===== src/hw/rtl/ert_pkg.sv =====
`timescale 1ns / 1ps
// ----------------------------------------------------------------------------
// ert_pkg
// Shared types and constants of the echo reply tracker.
// ----------------------------------------------------------------------------
package ert_pkg;

   // Depth of the seen bitmap; slots are taken modulo this power of two.
   localparam int DUP_WINDOW = 1024;

   localparam logic [1:0] VERDICT_NOT_ECHO  = 2'd0;
   localparam logic [1:0] VERDICT_OUR_ECHO  = 2'd1;
   localparam logic [1:0] VERDICT_NOT_OURS  = 2'd2;
   localparam logic [1:0] VERDICT_TX_DONE   = 2'd3;

   localparam logic       CMD_SENT          = 1'b0;
   localparam logic       CMD_RECEIVED      = 1'b1;

   localparam logic       CSR_DATA_LENGTH   = 1'b0;
   localparam logic       CSR_OUR_ID        = 1'b1;

   localparam logic [7:0]  ECHO_REPLY_TYPE  = 8'd0;
   localparam logic [17:0] ICMP_HEAD_BYTES  = 18'd8;
   localparam logic [17:0] IP_HEAD_BYTES    = 18'd20;
   localparam logic [17:0] STAMP_BYTES      = 18'd16;
   localparam logic [15:0] DATA_LENGTH_RST  = 16'd56;

   // Commands from the controller to the datapath.
   typedef struct packed {
      logic clear_step;   // clear one bitmap slot after reset
      logic capture;      // register the accepted item
      logic read_slot;    // read the bitmap slot of the item
      logic execute;      // update state and form the result
   } ert_cmd_type;

   // Status from the datapath to the controller.
   typedef struct packed {
      logic clear_done;
   } ert_status_type;

endpackage


===== src/hw/rtl/echo_reply_tracker_core.sv =====
`timescale 1ns / 1ps
// ----------------------------------------------------------------------------
// echo_reply_tracker_core
// Tracks echo requests and replies with duplicate detection and timing.
// ----------------------------------------------------------------------------
// Channel   Direction  Handshake
// req_      in         req_valid / req_stall
// rsp_      out        rsp_valid / rsp_stall
// csr_      in         csr_write, no handshake
//
// The result becomes valid after the bitmap read and then the update that
// follow the input transfer. The result is held until taken and req_stall
// stays high meanwhile, so a new item is taken only after the last result
// is taken. After reset the bitmap is cleared one slot a cycle, with
// req_stall high until every slot is cleared.
// Reset is synchronous and active high.
// ----------------------------------------------------------------------------
module echo_reply_tracker_core (
   input  logic        clock,
   input  logic        reset,
   input  logic        csr_write,
   input  logic        csr_index,
   input  logic [15:0] csr_data,
   input  logic        req_valid,
   output logic        req_stall,
   input  logic        req_command,
   input  logic [3:0]  req_header_words,
   input  logic [15:0] req_packet_length,
   input  logic [7:0]  req_message_type,
   input  logic [15:0] req_message_id,
   input  logic [15:0] req_sequence_in,
   input  logic [31:0] req_trip_time_us,
   output logic        rsp_valid,
   input  logic        rsp_stall,
   output logic [1:0]  rsp_verdict,
   output logic        rsp_is_duplicate,
   output logic        rsp_wrong_length,
   output logic [15:0] rsp_sequence_out,
   output logic [31:0] rsp_sent_count,
   output logic [31:0] rsp_received_count,
   output logic [31:0] rsp_repeat_count,
   output logic [31:0] rsp_rtt_min,
   output logic [31:0] rsp_rtt_max,
   output logic [47:0] rsp_rtt_sum,
   output logic [63:0] rsp_rtt_square_sum
);
   import ert_pkg::*;

   ert_cmd_type    cmd;
   ert_status_type status;

   ert_control u_control (
      .clock     (clock),
      .reset     (reset),
      .status    (status),
      .cmd       (cmd),
      .req_valid (req_valid),
      .req_stall (req_stall),
      .rsp_valid (rsp_valid),
      .rsp_stall (rsp_stall)
   );

   ert_datapath u_datapath (
      .clock              (clock),
      .reset              (reset),
      .cmd                (cmd),
      .status             (status),
      .csr_write          (csr_write),
      .csr_index          (csr_index),
      .csr_data           (csr_data),
      .req_command        (req_command),
      .req_header_words   (req_header_words),
      .req_packet_length  (req_packet_length),
      .req_message_type   (req_message_type),
      .req_message_id     (req_message_id),
      .req_sequence_in    (req_sequence_in),
      .req_trip_time_us   (req_trip_time_us),
      .rsp_verdict        (rsp_verdict),
      .rsp_is_duplicate   (rsp_is_duplicate),
      .rsp_wrong_length   (rsp_wrong_length),
      .rsp_sequence_out   (rsp_sequence_out),
      .rsp_sent_count     (rsp_sent_count),
      .rsp_received_count (rsp_received_count),
      .rsp_repeat_count   (rsp_repeat_count),
      .rsp_rtt_min        (rsp_rtt_min),
      .rsp_rtt_max        (rsp_rtt_max),
      .rsp_rtt_sum        (rsp_rtt_sum),
      .rsp_rtt_square_sum (rsp_rtt_square_sum)
   );

endmodule


===== src/hw/rtl/ert_datapath.sv =====
`timescale 1ns / 1ps
// ----------------------------------------------------------------------------
// ert_datapath
// Seen bitmap, counters, timing statistics and result register.
// ----------------------------------------------------------------------------
module ert_datapath (
   input  logic                 clock,
   input  logic                 reset,
   input  ert_pkg::ert_cmd_type cmd,
   output ert_pkg::ert_status_type status,
   input  logic                 csr_write,
   input  logic                 csr_index,
   input  logic [15:0]          csr_data,
   input  logic                 req_command,
   input  logic [3:0]           req_header_words,
   input  logic [15:0]          req_packet_length,
   input  logic [7:0]           req_message_type,
   input  logic [15:0]          req_message_id,
   input  logic [15:0]          req_sequence_in,
   input  logic [31:0]          req_trip_time_us,
   output logic [1:0]           rsp_verdict,
   output logic                 rsp_is_duplicate,
   output logic                 rsp_wrong_length,
   output logic [15:0]          rsp_sequence_out,
   output logic [31:0]          rsp_sent_count,
   output logic [31:0]          rsp_received_count,
   output logic [31:0]          rsp_repeat_count,
   output logic [31:0]          rsp_rtt_min,
   output logic [31:0]          rsp_rtt_max,
   output logic [47:0]          rsp_rtt_sum,
   output logic [63:0]          rsp_rtt_square_sum
);
   import ert_pkg::*;

   localparam int SLOT_BITS = $clog2(DUP_WINDOW);

   logic                 seen_mem [DUP_WINDOW];
   logic                 seen_rd_ff;
   logic [SLOT_BITS:0]   clear_ff;
   logic [SLOT_BITS:0]   clear_in;

   logic [15:0] data_length_ff;
   logic [15:0] our_id_ff;
   logic        timing_on_ff;

   logic        cmd_ff;
   logic [3:0]  hwords_ff;
   logic [15:0] plen_ff;
   logic [7:0]  mtype_ff;
   logic [15:0] mid_ff;
   logic [15:0] seq_ff;
   logic [31:0] trip_ff;
   logic [63:0] square_ff;

   logic [31:0] sent_ff, received_ff, repeat_ff, min_ff, max_ff;
   logic [47:0] sum_ff;
   logic [63:0] sq_sum_ff;

   logic [SLOT_BITS-1:0] slot;
   logic [17:0] hlen;
   logic [17:0] payload;
   logic        is_short, is_echo, is_ours;
   logic [1:0]  verdict;
   logic        do_timing;
   logic [48:0] sum_wide;
   logic [64:0] sq_wide;

   assign slot     = (cmd_ff == CMD_SENT) ? sent_ff[SLOT_BITS-1:0] : seq_ff[SLOT_BITS-1:0];
   assign hlen     = {12'd0, hwords_ff, 2'b00};
   assign payload  = {2'b00, plen_ff} - hlen - ICMP_HEAD_BYTES;
   assign is_short = {2'b00, plen_ff} < hlen + ICMP_HEAD_BYTES;
   assign is_echo  = mtype_ff == ECHO_REPLY_TYPE;
   assign is_ours  = mid_ff == our_id_ff;
   assign do_timing = timing_on_ff && (payload >= STAMP_BYTES);
   assign sum_wide = {1'b0, sum_ff} + {17'd0, trip_ff};
   assign sq_wide  = {1'b0, sq_sum_ff} + {1'b0, square_ff};

   always_comb begin
      if (cmd_ff == CMD_SENT) begin
         verdict = VERDICT_TX_DONE;
      end else if (is_short) begin
         verdict = VERDICT_NOT_OURS;
      end else if (!is_echo) begin
         verdict = VERDICT_NOT_ECHO;
      end else if (!is_ours) begin
         verdict = VERDICT_NOT_OURS;
      end else begin
         verdict = VERDICT_OUR_ECHO;
      end
   end

   assign clear_in = clear_ff + 1'b1;
   assign status.clear_done = clear_ff[SLOT_BITS];

   always_ff @(posedge clock) begin
      if (cmd.clear_step) begin
         seen_mem[clear_ff[SLOT_BITS-1:0]] <= 1'b0;
      end else if (cmd.execute) begin
         if (verdict == VERDICT_TX_DONE) begin
            seen_mem[slot] <= 1'b0;
         end else if (verdict == VERDICT_OUR_ECHO) begin
            seen_mem[slot] <= 1'b1;
         end
      end
      if (cmd.read_slot) begin
         seen_rd_ff <= seen_mem[slot];
      end
   end

   always_ff @(posedge clock) begin
      if (cmd.capture) begin
         cmd_ff    <= req_command;
         hwords_ff <= req_header_words;
         plen_ff   <= req_packet_length;
         mtype_ff  <= req_message_type;
         mid_ff    <= req_message_id;
         seq_ff    <= req_sequence_in;
         trip_ff   <= req_trip_time_us;
      end
      if (cmd.read_slot) begin
         square_ff <= {32'd0, trip_ff} * {32'd0, trip_ff};
      end
   end

   always_ff @(posedge clock) begin
      if (reset) begin
         clear_ff       <= '0;
         data_length_ff <= DATA_LENGTH_RST;
         our_id_ff      <= '0;
         timing_on_ff   <= 1'b1;
         sent_ff        <= '0;
         received_ff    <= '0;
         repeat_ff      <= '0;
         min_ff         <= '1;
         max_ff         <= '0;
         sum_ff         <= '0;
         sq_sum_ff      <= '0;
      end else begin
         if (cmd.clear_step) begin
            clear_ff <= clear_in;
         end
         if (csr_write) begin
            unique case (csr_index)
               CSR_DATA_LENGTH: begin
                  data_length_ff <= csr_data;
                  timing_on_ff   <= {2'b00, csr_data} >= STAMP_BYTES;
               end
               CSR_OUR_ID: our_id_ff <= csr_data;
               default: ;
            endcase
         end
         if (cmd.execute) begin
            if (verdict == VERDICT_TX_DONE) begin
               if (sent_ff != '1) sent_ff <= sent_ff + 1'b1;
            end else if (verdict == VERDICT_OUR_ECHO) begin
               if (seen_rd_ff) begin
                  if (repeat_ff != '1) repeat_ff <= repeat_ff + 1'b1;
               end else if (received_ff != '1) begin
                  received_ff <= received_ff + 1'b1;
               end
               if (timing_on_ff && !do_timing) timing_on_ff <= 1'b0;
               if (do_timing) begin
                  sum_ff    <= sum_wide[48] ? '1 : sum_wide[47:0];
                  sq_sum_ff <= sq_wide[64] ? '1 : sq_wide[63:0];
                  if (trip_ff < min_ff) min_ff <= trip_ff;
                  if (trip_ff > max_ff) max_ff <= trip_ff;
               end
            end
         end
      end
   end

   always_ff @(posedge clock) begin
      if (cmd.execute) begin
         rsp_verdict      <= verdict;
         rsp_is_duplicate <= (verdict == VERDICT_OUR_ECHO) && seen_rd_ff;
         rsp_wrong_length <= (verdict == VERDICT_OUR_ECHO) &&
                             ({2'b00, plen_ff} !=
                              {2'b00, data_length_ff} + ICMP_HEAD_BYTES + IP_HEAD_BYTES);
         rsp_sequence_out <= (verdict == VERDICT_TX_DONE) ? sent_ff[15:0] : 16'd0;
      end
   end

   assign rsp_sent_count     = sent_ff;
   assign rsp_received_count = received_ff;
   assign rsp_repeat_count   = repeat_ff;
   assign rsp_rtt_min        = min_ff;
   assign rsp_rtt_max        = max_ff;
   assign rsp_rtt_sum        = sum_ff;
   assign rsp_rtt_square_sum = sq_sum_ff;

`ifndef SYNTHESIS
   a_min_le_max: assert property (@(posedge clock) disable iff (reset)
      (max_ff != '0) |-> (min_ff <= max_ff))
      else $error("rtt minimum above maximum");
   a_sent_mono: assert property (@(posedge clock) disable iff (reset)
      ($past(!reset)) |-> (sent_ff >= $past(sent_ff)))
      else $error("sent count went down");
   a_clear_stops: assert property (@(posedge clock) disable iff (reset)
      status.clear_done |-> !cmd.clear_step)
      else $error("bitmap clear ran past its end");
`endif

endmodule


===== src/hw/rtl/ert_control.sv =====
`timescale 1ns / 1ps
// ----------------------------------------------------------------------------
// ert_control
// Controller sequencing bitmap clear, capture, read, update and result.
// ----------------------------------------------------------------------------
module ert_control (
   input  logic                    clock,
   input  logic                    reset,
   input  ert_pkg::ert_status_type status,
   output ert_pkg::ert_cmd_type    cmd,
   input  logic                    req_valid,
   output logic                    req_stall,
   output logic                    rsp_valid,
   input  logic                    rsp_stall
);
   import ert_pkg::*;

   typedef enum logic [2:0] {
      ST_CLEAR,
      ST_IDLE,
      ST_READ,
      ST_EXEC,
      ST_SHOW
   } state_type;

   state_type state_ff, state_in;
   logic      rsp_valid_ff, rsp_valid_in;
   logic      req_take;

   assign req_take  = req_valid && !req_stall;
   assign req_stall = (state_ff != ST_IDLE);
   assign rsp_valid = rsp_valid_ff;

   always_comb begin
      cmd          = '0;
      state_in     = state_ff;
      rsp_valid_in = rsp_valid_ff;
      unique case (state_ff)
         ST_CLEAR: begin
            if (status.clear_done) state_in = ST_IDLE;
            else cmd.clear_step = 1'b1;
         end
         ST_IDLE: begin
            if (req_take) begin
               cmd.capture = 1'b1;
               state_in    = ST_READ;
            end
         end
         ST_READ: begin
            cmd.read_slot = 1'b1;
            state_in      = ST_EXEC;
         end
         ST_EXEC: begin
            cmd.execute  = 1'b1;
            rsp_valid_in = 1'b1;
            state_in     = ST_SHOW;
         end
         ST_SHOW: begin
            if (!rsp_stall) begin
               rsp_valid_in = 1'b0;
               state_in     = ST_IDLE;
            end
         end
         default: state_in = ST_IDLE;
      endcase
   end

   always_ff @(posedge clock) begin
      if (reset) begin
         state_ff     <= ST_CLEAR;
         rsp_valid_ff <= 1'b0;
      end else begin
         state_ff     <= state_in;
         rsp_valid_ff <= rsp_valid_in;
      end
   end

`ifndef SYNTHESIS
   a_valid_in_show: assert property (@(posedge clock) disable iff (reset)
      rsp_valid_ff |-> (state_ff == ST_SHOW))
      else $error("result valid outside result state");
   a_exec_then_show: assert property (@(posedge clock) disable iff (reset)
      (state_ff == ST_EXEC) |=> rsp_valid_ff)
      else $error("result not raised after update");
   a_no_take_busy: assert property (@(posedge clock) disable iff (reset)
      cmd.capture |-> !rsp_valid_ff)
      else $error("item taken while a result waits");
`endif

endmodule


===== config.mk =====
export PLATFORM = sky130hd
export DESIGN_NAME = echo_reply_tracker_core
export DESIGN_NICKNAME = d
export VERILOG_FILES = /design/src/hw/rtl/ert_pkg.sv /design/src/hw/rtl/echo_reply_tracker_core.sv /design/src/hw/rtl/ert_datapath.sv /design/src/hw/rtl/ert_control.sv
export SDC_FILE = /design/constraint.sdc
export NUM_CORES = 2
export LEC_CHECK = 0
export BUFFER_PORTS_ARGS = -buffer_cell sky130_fd_sc_hd__buf_2
export CELL_PAD_IN_SITES_DETAIL_PLACEMENT = 0
export CELL_PAD_IN_SITES_GLOBAL_PLACEMENT = 1
export CORE_MARGIN = 2
export CORE_UTILIZATION = 52
export CTS_BUF_LIST = sky130_fd_sc_hd__clkbuf_4
export DETAILED_ROUTE_END_ITERATION = 8
export PLACE_DENSITY_LB_ADDON = 0.1
export SETUP_SLACK_MARGIN = 0.15
export SYNTH_ARGS = -nofsm -noshare
export SYNTH_HDL_FRONTEND = slang
export SYNTH_SLANG_ARGS = --single-unit

===== constraint.sdc =====
create_clock -name clock -period 44 [get_ports clock]
set_input_delay 4.4 -clock clock [delete_from_list [all_inputs] [get_ports clock]]
set_output_delay 4.4 -clock clock [all_outputs]
set_load 0.02 [all_outputs]

# After elaboration in Yosys (flattened, before gate mapping)
# Memories as Yosys holds them, arrays and structs flattened. A register that Yosys moved wholly into a read port is not among the register bits.
# Cells that the tools add are included.
# classes
add_sub_neg,11
multipliers,1
div_mod_pow,0
n_lt_le_gt_ge,5
eq_ne,15
n_shift,0
muxes,40
n_bitwise,4
n_reduce_logical,21
# ops
cell,count
$add A32 B1 Y32 const B,3
$ne A32 B32 Y1 const B,3
$add A64 B64 Y65,1
$mul A32 B32 Y64,1
$mux W64,1
$add A48 B32 Y49,1
$mux W48,1
$gt A32 B32 Y1,1
$lt A32 B32 Y1,1
$mux W1,27
$mux W10,2
$reduce_and A5 Y1,4
$add A18 B5 Y18 const B,1
$ge A18 B5 Y1 const B,1
$lt A16 B18 Y1,1
$ne A16 B18 Y1,1
$sub A18 B4 Y18 const B,1
$add A16 B4 Y17 const B,1
$sub A16 B6 Y17,1
$eq A16 B16 Y1,1
$ge A16 B5 Y1 const B,1
$pmux W3 S5,1
$add A11 B1 Y11 const B,1
$mux W3,3
other kinds (22),37
# totals
register_bits,491
latchBits,0
ramBits,1024
rom_bits,0
input_bits,115
out_inout_bits,294
word_cells,123
n_memories,1
# mem_list
name,words,word_bits,read_ports,rd_clocked_by_memory_dff,wr,line,source
u_datapath.seen_mem,1024,1,1,1,1,ert_datapath.sv:37,logic seen_mem [DUP_WINDOW];

# Depth between registers and ports, before layout
# depth
ltp_word,14
depth_mapped,32
depth_no_buf,29

# Cells and area by module
# A second synthesis with hierarchy kept.
# unflattened
cells_unflattened,10301
hier_area_um2,101145.8
# by_module_without_submodules
module,n_inst,cells_each,area_per_inst_um2,seq_area_each_um2
ert_datapath,1,10275,100939.3,42210.5
ert_control,1,26,206.4,80.1

# Worst setup path before layout
# No wires, ideal clock.
# synth_timing
path_kind,flip-flop to flip-flop
from,register u_datapath.hwords_ff[1]
to,"memory u_datapath.seen_mem[0], data pin"
setup_ns,5.000
arrival_time_ns,25.453
t_required_ns,39.000
setup_slack_ns,13.547
path_stages_with_launch,9
n_path_buf,0
synth_period_minus_slack_ns,30.453
path_cell_list,edfxtp_1 ha_1 inv_1 ha_1 a21o_1 a21o_1 a211oi_2 or3_1 nor2_1
# synth_via
elab_chain_cells,13
elab_cells_between_ends,19
cone_classes,add/sub (1); order compare (1); eq/ne (2); mux (13); bitwise (1); reduce/logical (1)
# synth_rtl
element,line,source
"start, declared",ert_datapath.sv:47,logic [3:0] hwords_ff;
"start signal, assigned",ert_datapath.sv:113,hwords_ff <= req_header_words;
$add A6 B4 Y7 (*),ert_datapath.sv:71,"assign is_short = {2'b00, plen_ff} < hlen + ICMP_HEAD_BYTES;"
$lt A16 B18 Y1 (*),ert_datapath.sv:71,
$mux W2 (*),ert_datapath.sv:81,end else if (is_short) begin
$mux W2 (*),ert_datapath.sv:79,if (cmd_ff == CMD_SENT) begin
$eq A2 B1 Y1,ert_datapath.sv:101,end else if (verdict == VERDICT_OUR_ECHO) begin
$mux W1,ert_datapath.sv:101,
$mux W1,ert_datapath.sv:99,if (verdict == VERDICT_TX_DONE) begin
$mux W1,ert_datapath.sv:98,end else if (cmd.execute) begin
$mux W1,ert_datapath.sv:96,if (cmd.clear_step) begin
$mux W1 (implied by the code),ert_datapath.sv:102,seen_mem[slot] <= 1'b1;
$or A1 B1 Y1 (no source line),--,
$reduce_or A1 Y1 (no source line),--,
$mux W1 (no source line) (*),--,
"end, declared",ert_datapath.sv:37,
# Every way passes the cells marked *; elsewhere a longest branch is shown, timed or not.

# Worst setup path after layout
# layout_timing
from,register u_datapath.trip_ff[9]
to,"register u_datapath.square_ff[48], data pin"
# layout_via
elab_chain_cells,1
# layout_rtl
element,line,source
"start, declared",ert_datapath.sv:52,logic [31:0] trip_ff;
"start signal, assigned",ert_datapath.sv:118,trip_ff <= req_trip_time_us;
$mul A32 B32 Y64,ert_datapath.sv:121,"square_ff <= {32'd0, trip_ff} * {32'd0, trip_ff};"
"end signal, assigned",ert_datapath.sv:121,
"end, declared",ert_datapath.sv:53,logic [63:0] square_ff;
# No other way between the ends.
# A chain may end at the register's enable or synchronous reset.

==> key figures <==
Outcome
  • Outcome: complete, no violations

CTS
  • Clk slew on worst S/H paths: 0.06 ns
  • Clk buf depth: 4
  • Cts bufs inserted: 414
  • Post-CTS Hold Fix Bufs: 0
  • Clk sinks: 1,515
  • Clk root buf: clkbuf_4
  • Resized Gates After CTS: 0
  • CTS tree: done
  • Clk_lat worst skew: 1.46 ns
  • # Post-CTS Setup Buffers: 0
  • H-tree levels: 5

Floorplan
  • Die span in x: 443 um
  • Num rows: 161
  • Starting Density: 0.522
  • IO Count: 409
  • Die footprint: 196,000 um^2
  • Area of the core: 192,000 um^2
  • Die height: 443 um

Worst setup path
  • CP Launch Type: register
  • Worst-path maximum fanout: 20
  • Crit path capture type: register
  • Crit path cell chain: buf_4, clkinv_1, nor2_1, fa_1, fa_1, inv_1, fa_1, fa_1, inv_1, fa_1, fa_1, fa_1, fa_1, ha_1, nand4_1, nor3_1, a21oi_1, o31ai_1, a21oi_1, o22ai_1, nor2_1, xnor2_1
  • Most frequent CP cell: fa_1
  • CP Class: register to register
  • CP arrival: 12.07 ns
  • Crit path max-delay family: adder cells
  • Worst Path Required: 44.98 ns
  • Crit path max-delay cell type: nor3_1
  • Worst path max stage delay: 1.11 ns
  • CP bufs+invs: 4
  • Reg2Reg Setup Slack: 32.91 ns

Route
  • Drt total wl: 315,000 um
  • DRT iter0 DRCs: 7,959
  • Vias: 75,600
  • First drt pass iteration count: 6
  • Post-route antenna net violation count: 0
  • Drt wl/cell: 24.2 um
  • Drt via density: 5.81
  • Residual DRC: 0

Global route
  • All-Layer GR Usage: 0.319
  • Met3 usage: 0.0857
  • Initial antenna violation count: 19
  • Number of global-route vias before repair: 74,800
  • Top Usage Layer GRT: met2
  • GR Util met1: 0.456
  • First-pass GRT wire length: 469,000 um
  • Global route overflow: 0
  • Largest net degree at the start of global routing: 296
  • Grt met2 use: 0.476

Synth
  • Top post-synthesis cells by area: edfxtp_1 (36%), fa_1 (16%), dfxtp_1 (6.4%)
  • Synthesized instance count: 9,793
  • FF+latch count, synth: 1,515
  • Mapped cell area: 100,000 um^2
  • Post-synth top area cell: edfxtp_1
  • Synth Flop Type: edfxtp_1
  • Sequential share of the synthesized area: 0.422
  • Share of the synthesized area in the top cell type: 0.358
  • Async SR Flop Fraction: 0
  • Post-synth EDFFs: 1,195
  • Syn Nets: 11,200
  • Synth cell types: 100
  • YS warnings: 0
  • Mean post-synth cell area: 10.2 um^2

Power
  • Power Density: 25.8 nW/um^2
  • Peak VDD IR: 0.0223 mV
  • Leak: 44.1 nW

Timing
  • Final period util: 0.252
  • Min Tclk post-route: 11.09 ns
  • RSZ-0062 raised after global routing: false
  • Final count of hold timing violations: 0
  • Fin Clk Skew: 0.206 ns
  • Fmax: 0.0901 GHz
  • Slew headroom: 0.0559
  • Post-Route Setup TNS: 0 ns
  • Worst-margin pin slew: 1.41 ns
  • Fin. max-slew vios: 0
  • Final setup violation count: 0

Layout
  • Layout area overhead: 9.09%
  • Fin cells: 13,000
  • Util after Layout: 0.569
  • Layout net count: 11,600
  • Share of layout cells above drive strength 1: 0.135

Placed design
  • Gpl congestion: 0.989
  • Placed cell count: 12,300
  • Number of port buffers: 402
  • HPWL Detailed: 208,000 um

Job
  • Total of max-cap violations: 0

Hold path
  • Hold WC Path Type: register to register
[through the flow]
stage | total power, mW | hold slack, ns | area, um^2 | worst slack [ns]
detailed placement | 1.59 | 0.458 | 104000 | 33.54
CTS | 2.85 | 0.467 | 109000 | 33.47
finish | 2.82 | 0.467 | 109000 | 32.91
global placement | 1.59 | 0.454 | 104000 | 33.61
global route | 2.93 | 0.486 | 109000 | 32.85
floorplan | 1.58 | 0.448 | 100000 | 13.55
[worst paths after layout]
check / depth (start not counted) / from / end
worst max-delay path: 22 / u_datapath.trip_ff[9] / u_datapath.square_ff[48]
worst min register to register: 2 / u_datapath.our_id_ff[4] / u_datapath.our_id_ff[4]
worst max register to register: 22 / u_datapath.trip_ff[9] / u_datapath.square_ff[48]
worst min-delay path: 2 / u_datapath.our_id_ff[4] / u_datapath.our_id_ff[4]
[layout by cell type, fill, tap and decap left out, drive strengths merged, types with 106 or more instances in the layout]
| master | n |
|---|---|
| xor2 | 171 |
| dfxtp | 320 |
| fa | 795 |
| clkbuf | 637 |
| a21o | 125 |
| xnor2 | 159 |
| nor2 | 1683 |
| nand3 | 193 |
| edfxtp | 1195 |
| inv | 1111 |
| nor3 | 106 |
| buf | 555 |
| mux2i | 170 |
| ha | 476 |
| a21oi | 464 |
| o21ai | 148 |
| nand2 | 1042 |
[registers in the layout, summed over array words and instances (netlist names), 32 cells and up]
register / count
u_datapath.rsp_received_count: 32
u_datapath.rsp_repeat_count: 32
u_datapath.rsp_rtt_max: 32
u_datapath.rsp_rtt_min: 32
u_datapath.rsp_rtt_square_sum: 64
u_datapath.rsp_rtt_sum: 48
u_datapath.rsp_sent_count: 32
u_datapath.seen_mem: 1024
u_datapath.square_ff: 63
u_datapath.trip_ff: 32
[cells by family (layout without fill, tap and decap cells)]
kind of cell / Yosys count / after routing / synth area share
multiplexers: 239 / 239 / 0.0324
AO/OA/AOI/OAI: 1336 / 1336 / 0.0866
other: 0 / 17 / 0
adder cells (fa/ha/maj): 1271 / 1271 / 0.218
XOR/XNOR: 330 / 330 / 0.0289
AND/OR/NAND/NOR: 3404 / 3404 / 0.143
flip-flops: 1515 / 1515 / 0.422
buffers and inverters: 1698 / 2376 / 0.0682
[tightest hold or removal path, delay by kind of cell (launching register included)]
kind,cells,cell delay (ns)
compound gates,1,0.05
flops,1,0.32
simple gates,1,0.05
[cell type report]
class	instances	area [um^2]
clock buffers	637	4780
multi-input cells	6580	51300
clock inverters	73	330
repair buffers	555	3220
well taps	2526	3160
fillers	17200	82700
inverters	1111	4170
diodes	17	42.5
flip-flops and latches	1515	42300
[cell usage after synthesis, types with 96 or more instances]
library cell and count:
nor2_1 1679, edfxtp_1 1195, inv_1 1105, nand2_1 1040
fa_1 795, ha_1 476, a21oi_1 462, dfxtp_1 320
clkbuf_1 272, buf_2 241, nand3_1 192, xor2_1 171
mux2i_1 169, xnor2_1 159, o21ai_0 139, a21o_1 125
a211oi_1 96
[layer usage]
layer  vias up  share of wire
met5         -        0.00012
met1     37800           0.43
met2      3386           0.44
li1      33900              -
met4         6          0.028
met3       529           0.11
[power by group]
group | total (mW) | internal [mW] | switching [mW] | leakage, nW
registers | 1.53 | 1.53 | 0.00209 | 11.5
logic | 0.0371 | 0.00986 | 0.0272 | 29.5
clock network | 1.25 | 0.657 | 0.597 | 3.11
Power figures use the tool's default switching activity.
